===== src/rtl/hsd_pkg.sv =====
// Shared types, constants and layout functions of the Hamming SEC decoder.
package hsd_pkg;

    localparam int CW_W   = 63;
    localparam int LEN_W  = 6;
    localparam int DATA_W = 57;
    localparam int CHK_W  = 6;
    localparam logic [LEN_W-1:0] MIN_LEN = LEN_W'(3);

    typedef enum logic [1:0] {
        ST_OK        = 2'd0,
        ST_CORRECTED = 2'd1,
        ST_CHECK_ERR = 2'd2,
        ST_BEYOND    = 2'd3
    } t_status;

    typedef struct packed {
        logic [DATA_W-1:0] data_bits;
        logic [LEN_W-1:0]  data_count;
        logic [CHK_W-1:0]  stored_check;
        logic [CHK_W-1:0]  computed_check;
        logic [CHK_W-1:0]  syndrome;
        logic [DATA_W-1:0] corrected_data;
        t_status           status;
    } t_dec_result;

    function automatic bit f_is_pow2(input int v);
        return (v != 0) && ((v & (v - 1)) == 0);
    endfunction

    // Number of powers of two at or below v (elaboration-time form).
    function automatic int f_npow_const(input int v);
        int n;
        n = 0;
        for (int k = 0; k < CHK_W; k++) begin
            if ((1 << k) <= v) n++;
        end
        return n;
    endfunction

    // Same count on a 6-bit signal.
    function automatic logic [2:0] f_npow(input logic [LEN_W-1:0] v);
        logic [2:0] n;
        n = '0;
        for (int k = 0; k < CHK_W; k++) begin
            if (LEN_W'(1 << k) <= v) n = n + 3'd1;
        end
        return n;
    endfunction

    // Data positions covered by check bit k.
    function automatic logic [CW_W-1:0] f_cover_mask(input int k);
        logic [CW_W-1:0] m;
        m = '0;
        for (int p = 1; p <= CW_W; p++) begin
            if (!f_is_pow2(p) && ((p >> k) & 1) == 1) m[p-1] = 1'b1;
        end
        return m;
    endfunction

endpackage


===== src/rtl/hsd_in_if.sv =====
// Input channel: received codeword and its length.
interface hsd_in_if;
    import hsd_pkg::*;

    logic              valid;
    logic              ready;
    logic [CW_W-1:0]   codeword;
    logic [LEN_W-1:0]  code_length;

    modport source (output valid, codeword, code_length, input ready);
    modport sink   (input valid, codeword, code_length, output ready);
endinterface


===== src/rtl/hsd_out_if.sv =====
// Output channel: decoded data, check bits, syndrome and status.
interface hsd_out_if;
    import hsd_pkg::*;

    logic              valid;
    logic              ready;
    logic [DATA_W-1:0] data_bits;
    logic [LEN_W-1:0]  data_count;
    logic [CHK_W-1:0]  stored_check;
    logic [CHK_W-1:0]  computed_check;
    logic [CHK_W-1:0]  syndrome;
    logic [DATA_W-1:0] corrected_data;
    logic [1:0]        status;

    modport source (output valid, data_bits, data_count, stored_check, computed_check,
                    syndrome, corrected_data, status, input ready);
    modport sink   (input valid, data_bits, data_count, stored_check, computed_check,
                    syndrome, corrected_data, status, output ready);
endinterface


===== src/rtl/hsd_decode.sv =====
// Combinational decode of one codeword: extraction, parity, syndrome, correction.
module hsd_decode #(
    parameter int MAX_CODE_BITS = 63
) (
    input  logic [hsd_pkg::CW_W-1:0]  i_codeword,
    input  logic [hsd_pkg::LEN_W-1:0] i_code_length,
    output hsd_pkg::t_dec_result      o_result
);
    import hsd_pkg::*;

    localparam logic [LEN_W-1:0] MAX_LEN = LEN_W'(MAX_CODE_BITS);

    logic [LEN_W-1:0]  len_c;
    logic [CW_W-1:0]   len_mask;
    logic [CW_W-1:0]   mword;
    logic [DATA_W-1:0] data;
    logic [CHK_W-1:0]  stored;
    logic [CHK_W-1:0]  computed;
    logic [CHK_W-1:0]  syn;
    logic [LEN_W-1:0]  idx;
    t_status           status;

    always_comb begin
        if (i_code_length < MIN_LEN) begin
            len_c = MIN_LEN;
        end else if (i_code_length > MAX_LEN) begin
            len_c = MAX_LEN;
        end else begin
            len_c = i_code_length;
        end
    end

    for (genvar gi = 0; gi < CW_W; gi++) begin : g_mask
        assign len_mask[gi] = (LEN_W'(gi) < len_c);
    end

    assign mword = i_codeword & len_mask;

    for (genvar gp = 1; gp <= CW_W; gp++) begin : g_pos
        if (f_is_pow2(gp)) begin : g_chk
            assign stored[$clog2(gp)] = mword[gp-1];
        end else begin : g_dat
            assign data[gp-1-f_npow_const(gp)] = mword[gp-1];
        end
    end

    for (genvar gk = 0; gk < CHK_W; gk++) begin : g_par
        assign computed[gk] = ^(mword & f_cover_mask(gk));
    end

    assign syn = stored ^ computed;
    assign idx = syn - LEN_W'(1) - LEN_W'(f_npow(syn));

    always_comb begin
        if (syn == '0) begin
            status = ST_OK;
        end else if (syn > len_c) begin
            status = ST_BEYOND;
        end else if ((syn & (syn - CHK_W'(1))) == '0) begin
            status = ST_CHECK_ERR;
        end else begin
            status = ST_CORRECTED;
        end
    end

    always_comb begin
        o_result.data_bits      = data;
        o_result.data_count     = len_c - LEN_W'(f_npow(len_c));
        o_result.stored_check   = stored;
        o_result.computed_check = computed;
        o_result.syndrome       = syn;
        o_result.corrected_data = data;
        if (status == ST_CORRECTED) begin
            o_result.corrected_data = data ^ (DATA_W'(1) << idx);
        end
        o_result.status         = status;
    end

endmodule


===== src/rtl/hamming_sec_decoder.sv =====
// Top level of the Hamming single-error-correcting decoder.
//
//  channel  | dir | payload                                        | beat
//  i_in     | in  | codeword, code_length                          | valid & ready
//  o_out    | out | data_bits, data_count, stored/computed_check,  | valid & ready
//           |     | syndrome, corrected_data, status               |
//
//  Path: input register, decode logic, result register, in that order.
//  One codeword per cycle sustained unless o_out stalls; the decode cone (63-bit
//  parity trees, 6-bit syndrome decode) is the only path between both registers.
//  Reset clears both valid flags; payload registers are not reset.
//  A stalled result holds; the input register still loads while it is empty.
module hamming_sec_decoder #(
    parameter int MAX_CODE_BITS = 63
) (
    input  logic        i_clk,
    input  logic        i_rst_n,
    hsd_in_if.sink      i_in,
    hsd_out_if.source   o_out
);
    import hsd_pkg::*;

    logic              r_s1_valid;
    logic              n_s1_valid;
    logic [CW_W-1:0]   r_s1_word;
    logic [LEN_W-1:0]  r_s1_len;
    logic              r_out_valid;
    logic              n_out_valid;
    t_dec_result       r_out;
    t_dec_result       dec;
    logic              out_free;
    logic              s1_adv;
    logic              in_beat;

    assign out_free   = !r_out_valid || o_out.ready;
    assign s1_adv     = r_s1_valid && out_free;
    assign i_in.ready = !r_s1_valid || out_free;
    assign in_beat    = i_in.valid && i_in.ready;

    always_comb begin
        n_s1_valid = r_s1_valid;
        if (i_in.ready) begin
            n_s1_valid = i_in.valid;
        end
        n_out_valid = r_out_valid;
        if (out_free) begin
            n_out_valid = r_s1_valid;
        end
    end

    always_ff @(posedge i_clk) begin
        if (!i_rst_n) begin
            r_s1_valid  <= 1'b0;
            r_out_valid <= 1'b0;
        end else begin
            r_s1_valid  <= n_s1_valid;
            r_out_valid <= n_out_valid;
        end
    end

    always_ff @(posedge i_clk) begin
        if (in_beat) begin
            r_s1_word <= i_in.codeword;
            r_s1_len  <= i_in.code_length;
        end
        if (s1_adv) begin
            r_out <= dec;
        end
    end

    hsd_decode #(
        .MAX_CODE_BITS (MAX_CODE_BITS)
    ) u_decode (
        .i_codeword    (r_s1_word),
        .i_code_length (r_s1_len),
        .o_result      (dec)
    );

    assign o_out.valid          = r_out_valid;
    assign o_out.data_bits      = r_out.data_bits;
    assign o_out.data_count     = r_out.data_count;
    assign o_out.stored_check   = r_out.stored_check;
    assign o_out.computed_check = r_out.computed_check;
    assign o_out.syndrome       = r_out.syndrome;
    assign o_out.corrected_data = r_out.corrected_data;
    assign o_out.status         = r_out.status;

    a_in_loads: assert property (@(posedge i_clk) disable iff (!i_rst_n)
        in_beat |=> r_s1_valid)
        else $error("accepted beat did not load the input register");

    a_s1_holds: assert property (@(posedge i_clk) disable iff (!i_rst_n)
        r_s1_valid && !out_free |=> r_s1_valid && $stable(r_s1_word) && $stable(r_s1_len))
        else $error("input register lost a pending beat");

    a_s1_moves: assert property (@(posedge i_clk) disable iff (!i_rst_n)
        s1_adv |=> r_out_valid)
        else $error("decoded beat not captured in result register");

    a_ok_syn: assert property (@(posedge i_clk) disable iff (!i_rst_n)
        r_out_valid |-> ((r_out.status == ST_OK) == (r_out.syndrome == '0)))
        else $error("status disagrees with zero syndrome");

    a_no_flip: assert property (@(posedge i_clk) disable iff (!i_rst_n)
        r_out_valid && r_out.status != ST_CORRECTED
            |-> r_out.corrected_data == r_out.data_bits)
        else $error("data changed without a correction");

endmodule


===== src/flat_wrapper.sv =====
// flat-port wrapper written by rule: the top's interface ports become plain ports
module hamming_sec_decoder_flat import hsd_pkg::*;
#(
    parameter int MAX_CODE_BITS = 63
)
  (i_clk, i_rst_n, i_in_valid, i_in_codeword, i_in_code_length, i_in_ready, o_out_valid, o_out_data_bits, o_out_data_count, o_out_stored_check, o_out_computed_check, o_out_syndrome, o_out_corrected_data, o_out_status, o_out_ready);
  hsd_in_if i_in_i ();
  hsd_out_if o_out_i ();
  input  logic i_clk;
  input  logic i_rst_n;
  input wire logic [$bits(i_in_i.valid)-1:0] i_in_valid;
  input wire logic [$bits(i_in_i.codeword)-1:0] i_in_codeword;
  input wire logic [$bits(i_in_i.code_length)-1:0] i_in_code_length;
  output wire logic [$bits(i_in_i.ready)-1:0] i_in_ready;
  output wire logic [$bits(o_out_i.valid)-1:0] o_out_valid;
  output wire logic [$bits(o_out_i.data_bits)-1:0] o_out_data_bits;
  output wire logic [$bits(o_out_i.data_count)-1:0] o_out_data_count;
  output wire logic [$bits(o_out_i.stored_check)-1:0] o_out_stored_check;
  output wire logic [$bits(o_out_i.computed_check)-1:0] o_out_computed_check;
  output wire logic [$bits(o_out_i.syndrome)-1:0] o_out_syndrome;
  output wire logic [$bits(o_out_i.corrected_data)-1:0] o_out_corrected_data;
  output wire logic [$bits(o_out_i.status)-1:0] o_out_status;
  input wire logic [$bits(o_out_i.ready)-1:0] o_out_ready;
  assign i_in_i.valid = i_in_valid;
  assign i_in_i.codeword = i_in_codeword;
  assign i_in_i.code_length = i_in_code_length;
  assign i_in_ready = i_in_i.ready;
  assign o_out_valid = o_out_i.valid;
  assign o_out_data_bits = o_out_i.data_bits;
  assign o_out_data_count = o_out_i.data_count;
  assign o_out_stored_check = o_out_i.stored_check;
  assign o_out_computed_check = o_out_i.computed_check;
  assign o_out_syndrome = o_out_i.syndrome;
  assign o_out_corrected_data = o_out_i.corrected_data;
  assign o_out_status = o_out_i.status;
  assign o_out_i.ready = o_out_ready;
  hamming_sec_decoder #(.MAX_CODE_BITS(MAX_CODE_BITS)) u_core (.i_clk(i_clk), .i_rst_n(i_rst_n), .i_in(i_in_i), .o_out(o_out_i));
endmodule

===== config.mk =====
export PLATFORM = sky130hd
export DESIGN_NAME = hamming_sec_decoder_flat
export DESIGN_NICKNAME = d
export VERILOG_FILES = /design/src/rtl/hsd_pkg.sv /design/src/rtl/hsd_in_if.sv /design/src/rtl/hsd_out_if.sv /design/src/rtl/hsd_decode.sv /design/src/rtl/hamming_sec_decoder.sv /design/src/flat_wrapper.sv
export SDC_FILE = /design/constraint.sdc
export NUM_CORES = 1
export LEC_CHECK = 0
export ABC_AREA = 0
export BUFFER_PORTS_ARGS = -buffer_cell sky130_fd_sc_hd__buf_2
export CORE_ASPECT_RATIO = 1.5
export CORE_MARGIN = 1
export CORE_UTILIZATION = 45
export DETAILED_ROUTE_END_ITERATION = 7
export GPL_ROUTABILITY_DRIVEN = 0
export GPL_TIMING_DRIVEN = 0
export PLACE_DENSITY = 0.69
export SLEW_MARGIN = 20
export SYNTH_ARGS = -nofsm -noshare
export SYNTH_HDL_FRONTEND = slang
export SYNTH_SLANG_ARGS = --single-unit

===== constraint.sdc =====
create_clock -name i_clk -period 11.1 [get_ports i_clk]
set_clock_uncertainty 0.15 [all_clocks]
set_input_delay 2.22 -clock i_clk [delete_from_list [all_inputs] [get_ports i_clk]]
set_output_delay 2.22 -clock i_clk [all_outputs]
set_load 0.01 [all_outputs]

==> results.cfg <==
[synthesis]
synth_xor_area_frac = 0.138
synth.cell_area_mm2 = 0.0118
yosysSeqAreaShare = 0.533
avgSynthCellArea_um2 = 11.7
syn_inst = 1014
synth_top_family_by_area = simple AND/OR/NAND/NOR gates
ys_seq_elements = 211
synthMuxAreaShare = 0.0135
ys.flop_type = edfxtp_1
synthAdderAreaFrac = 0.0349
synth_compound_area_frac = 0.0961
synth-edff-count = 209
synth.distinct_cells = 84
synth_simple_gate_area_frac = 0.144
synthArstFlopShare = 0
yosys_warnings = 0

[routing]
drt_pre_antenna_iters = 6
drc = 0
vias = 9230
antenna_left = 0
wl_um = 35900
routed_via_density = 5.77
drt_iter0_markers = 1144
avgRoutedWirePerCell_um = 22.4

[floorplanning]
die_area_mm2 = 0.0270
die_h_um = 201
die_x_um = 134
row_count = 72
core_mm2 = 0.0259
start_util = 0.458
ioPinCount = 215

[pwr]
p_switching_mw = 2.46
ir_worst_vdd_v = 0.000491
p_per_area_mw_per_mm2 = 341
p_comb_frac = 0.648
pwr-share-seq = 0.225
switching_share = 0.512
internal-power_mw = 2.34
p_leak_nw = 5.53
fin_total_pwr_mw = 4.80
pwr-share-clk = 0.127

[placement]
port_buffers = 214
hpwlAfterDp_um = 27900
place_area_mm2 = 0.0135

[clock_tree]
cts_root_buf = clkbuf_16
clockBufferDepth = 3
clkLatencyLatePin_ns = 0.50
post_cts_buffers = 0
cts.sink_count = 211
cts_tree = built
cts_resized = 0
ctsHoldBuffers = 0
cts.clk_slew.worst_paths_ns = 0.06
h-tree-depth = 1
cts_inserted_buffers = 19

[setup_path]
crit_required_ns = 11.19
critical_path_class = flop to flop
slowest_delay_ns = 0.63
path_max_fanout = 10
crit_slowest_cell = xnor2_1
worstSetupEndpointType = flop
crit_top_cell = xnor2_1
critPathArrivalTime_ns = 10.58
start_kind = flop

[flow_run]
max_cap_viol_count = 0

[finish]
nets = 1361
num-fill-cells = 2262
areaGrowthSynthToFinish_pct = 18.7
layout_common_cells = buf_2, edfxtp_1, xnor2_1
fin_util = 0.544
postLayoutCellArea_mm2 = 0.0141
n_antenna_cell = 0
multi_input_area_mm2 = 0.00508
layout-drive-gt1-share = 0.244
layout_commonest_cell = buf_2
seq_area_mm2 = 0.00632

[grt]
grt_use_met1 = 0.315
grt_max_degree = 60
gr-usage-met3 = 0.0386
top_usage_layer = met2
grt_overflow = 0
gr-usage-met2 = 0.448
grt_pass1_vias = 8825
grt_pass1_wl_um = 52600
antenna_found_initial = 0
grtUsageTotal = 0.267

[hold_path]
min_path_type = flop to flop

[timing]
fin_crit_ns = 10.49
finalSetupViolCount = 0
period_share = 0.945
slew-limit-headroom = 0.223
final_hold_viol_count = 0
drv_slew = 0
rsz0062_at_grt = false
fin_hold_ws_ns = 0.402
tns_ns = 0
fmax_mhz = 95.3
tightest_slew_ns = 1.16

[status]
status = finished clean
## worst max-delay path, delay by kind of cell (launching register included)
| family | cells | cell delay (ns) |
|---|---|---|
| AOI/OAI and AO/OA | 4 | 0.82 |
| xor gates and xnor gates | 11 | 2.63 |
| adders and majority gates | 6 | 1.64 |
| buffers and inverters | 7 | 2.52 |
| DFF | 1 | 0.43 |
| muxes | 2 | 0.55 |
| and+or+nand+nor | 4 | 1.49 |
## final cells by class
class	count	area share
plain buffers	58	0.0214
clock buffers	23	0.0349
clock inverters	8	0.00463
inverters	43	0.0117
multi-input cells	704	0.362
flip-flops and latches	211	0.449
well taps	333	0.0296
repair buffers	220	0.0869
## registers in the layout, summed over array words and instances (netlist names)
| name | cells |
|---|---|
| u_core.r_s1_word | 63 |
| u_core.o_out.valid | 1 |
| u_core.o_out.computed_check | 6 |
| u_core.o_out.stored_check | 6 |
| u_core.r_s1_valid | 1 |
| u_core.o_out.data_count | 6 |
| u_core.o_out.data_bits | 57 |
| u_core.o_out.syndrome | 6 |
| u_core.o_out.corrected_data | 57 |
| u_core.r_s1_len | 6 |
| u_core.o_out.status | 2 |
## stage by stage
stage | std cells | setup WS (ns)
final | 1600 | 0.609
after global routing | 1600 | 0.155
after CTS | 1600 | 0.816
after detailed placement | 1569 | 0.857
after global placement | 1563 | -0.267
after floorplan | 1016 | 1.80
## cell families after synthesis
| logic type | count (synthesis) |
|---|---|
| AO/OA/AOI/OAI | 173 |
| XOR/XNOR | 163 |
| adder cells (fa/ha/maj) | 32 |
| buffers and inverters | 101 |
| flip-flops | 211 |
| multiplexers | 14 |
| other | 2 |
| AND/OR/NAND/NOR | 318 |
## metal layers
metal  vias up  routed length [µm]
li1       4178                   -
met1      4251               13300
met2       627               17100
met3       174                2800
met4         0                2720
met5         -                   0
## power groups by stage
stage / registers, mW / clock network [mW] / logic [mW]
2_1_floorplan: 1.13 / 0 / 2.17
3_3_place_gp: 1.11 / 0 / 2.93
3_5_place_dp: 1.10 / 0 / 3.01
4_1_cts: 1.08 / 0.621 / 3.02
5_1_grt: 1.09 / 0.652 / 3.34
6_report: 1.08 / 0.608 / 3.11
## synth_stat cells (3+ instances only)
library cell / number / area, µm²
edfxtp_1: 209 / 6280
xnor2_1: 90 / 788
nand2_1: 70 / 263
nor2_1: 65 / 244
xor2_1: 58 / 508
o21ai_0: 42 / 210
inv_1: 38 / 143
nand3_1: 37 / 185
a21oi_1: 36 / 180
ha_1: 29 / 363
clkbuf_1: 27 / 101
nor3_1: 26 / 130
and2_1: 19 / 119
o211ai_1: 17 / 128
nor2b_1: 14 / 87.6
and3_1: 13 / 81.3
buf_2: 12 / 60.1
nor4_1: 12 / 75.1
nor4_2: 12 / 150
a31oi_1: 11 / 68.8
nand2b_1: 10 / 62.6
nand4_1: 10 / 62.6
buf_4: 9 / 67.6
xnor3_1: 9 / 203
mux2i_1: 7 / 70.1
a22oi_1: 6 / 45.0
mux2_2: 6 / 67.6
o21a_1: 6 / 45.0
o31ai_1: 6 / 45.0
a21boi_0: 5 / 37.5
a21o_1: 5 / 37.5
buf_1: 5 / 18.8
o21ai_1: 5 / 25.0
or3_1: 5 / 31.3
a211oi_1: 4 / 30.0
buf_6: 4 / 45.0
nor3b_1: 4 / 30.0
inv_2: 3 / 11.3
o211a_1: 3 / 30.0
o221ai_1: 3 / 26.3
o311a_1: 3 / 30.0
xor3_1: 3 / 71.3
## worst paths after layout
check	from	endpoint	slack [ns]	cells past startpoint
hold / removal	u_core.r_s1_valid	u_core.o_out.valid	0.40	1
setup reg to reg	u_core.r_s1_len[0]	u_core.o_out.corrected_data[6]	0.61	34
setup / recovery	u_core.r_s1_len[0]	u_core.o_out.corrected_data[6]	0.61	34
hold reg to reg	u_core.r_s1_valid	u_core.o_out.valid	0.40	1
No activity file was read; power rests on OpenSTA's default activity.
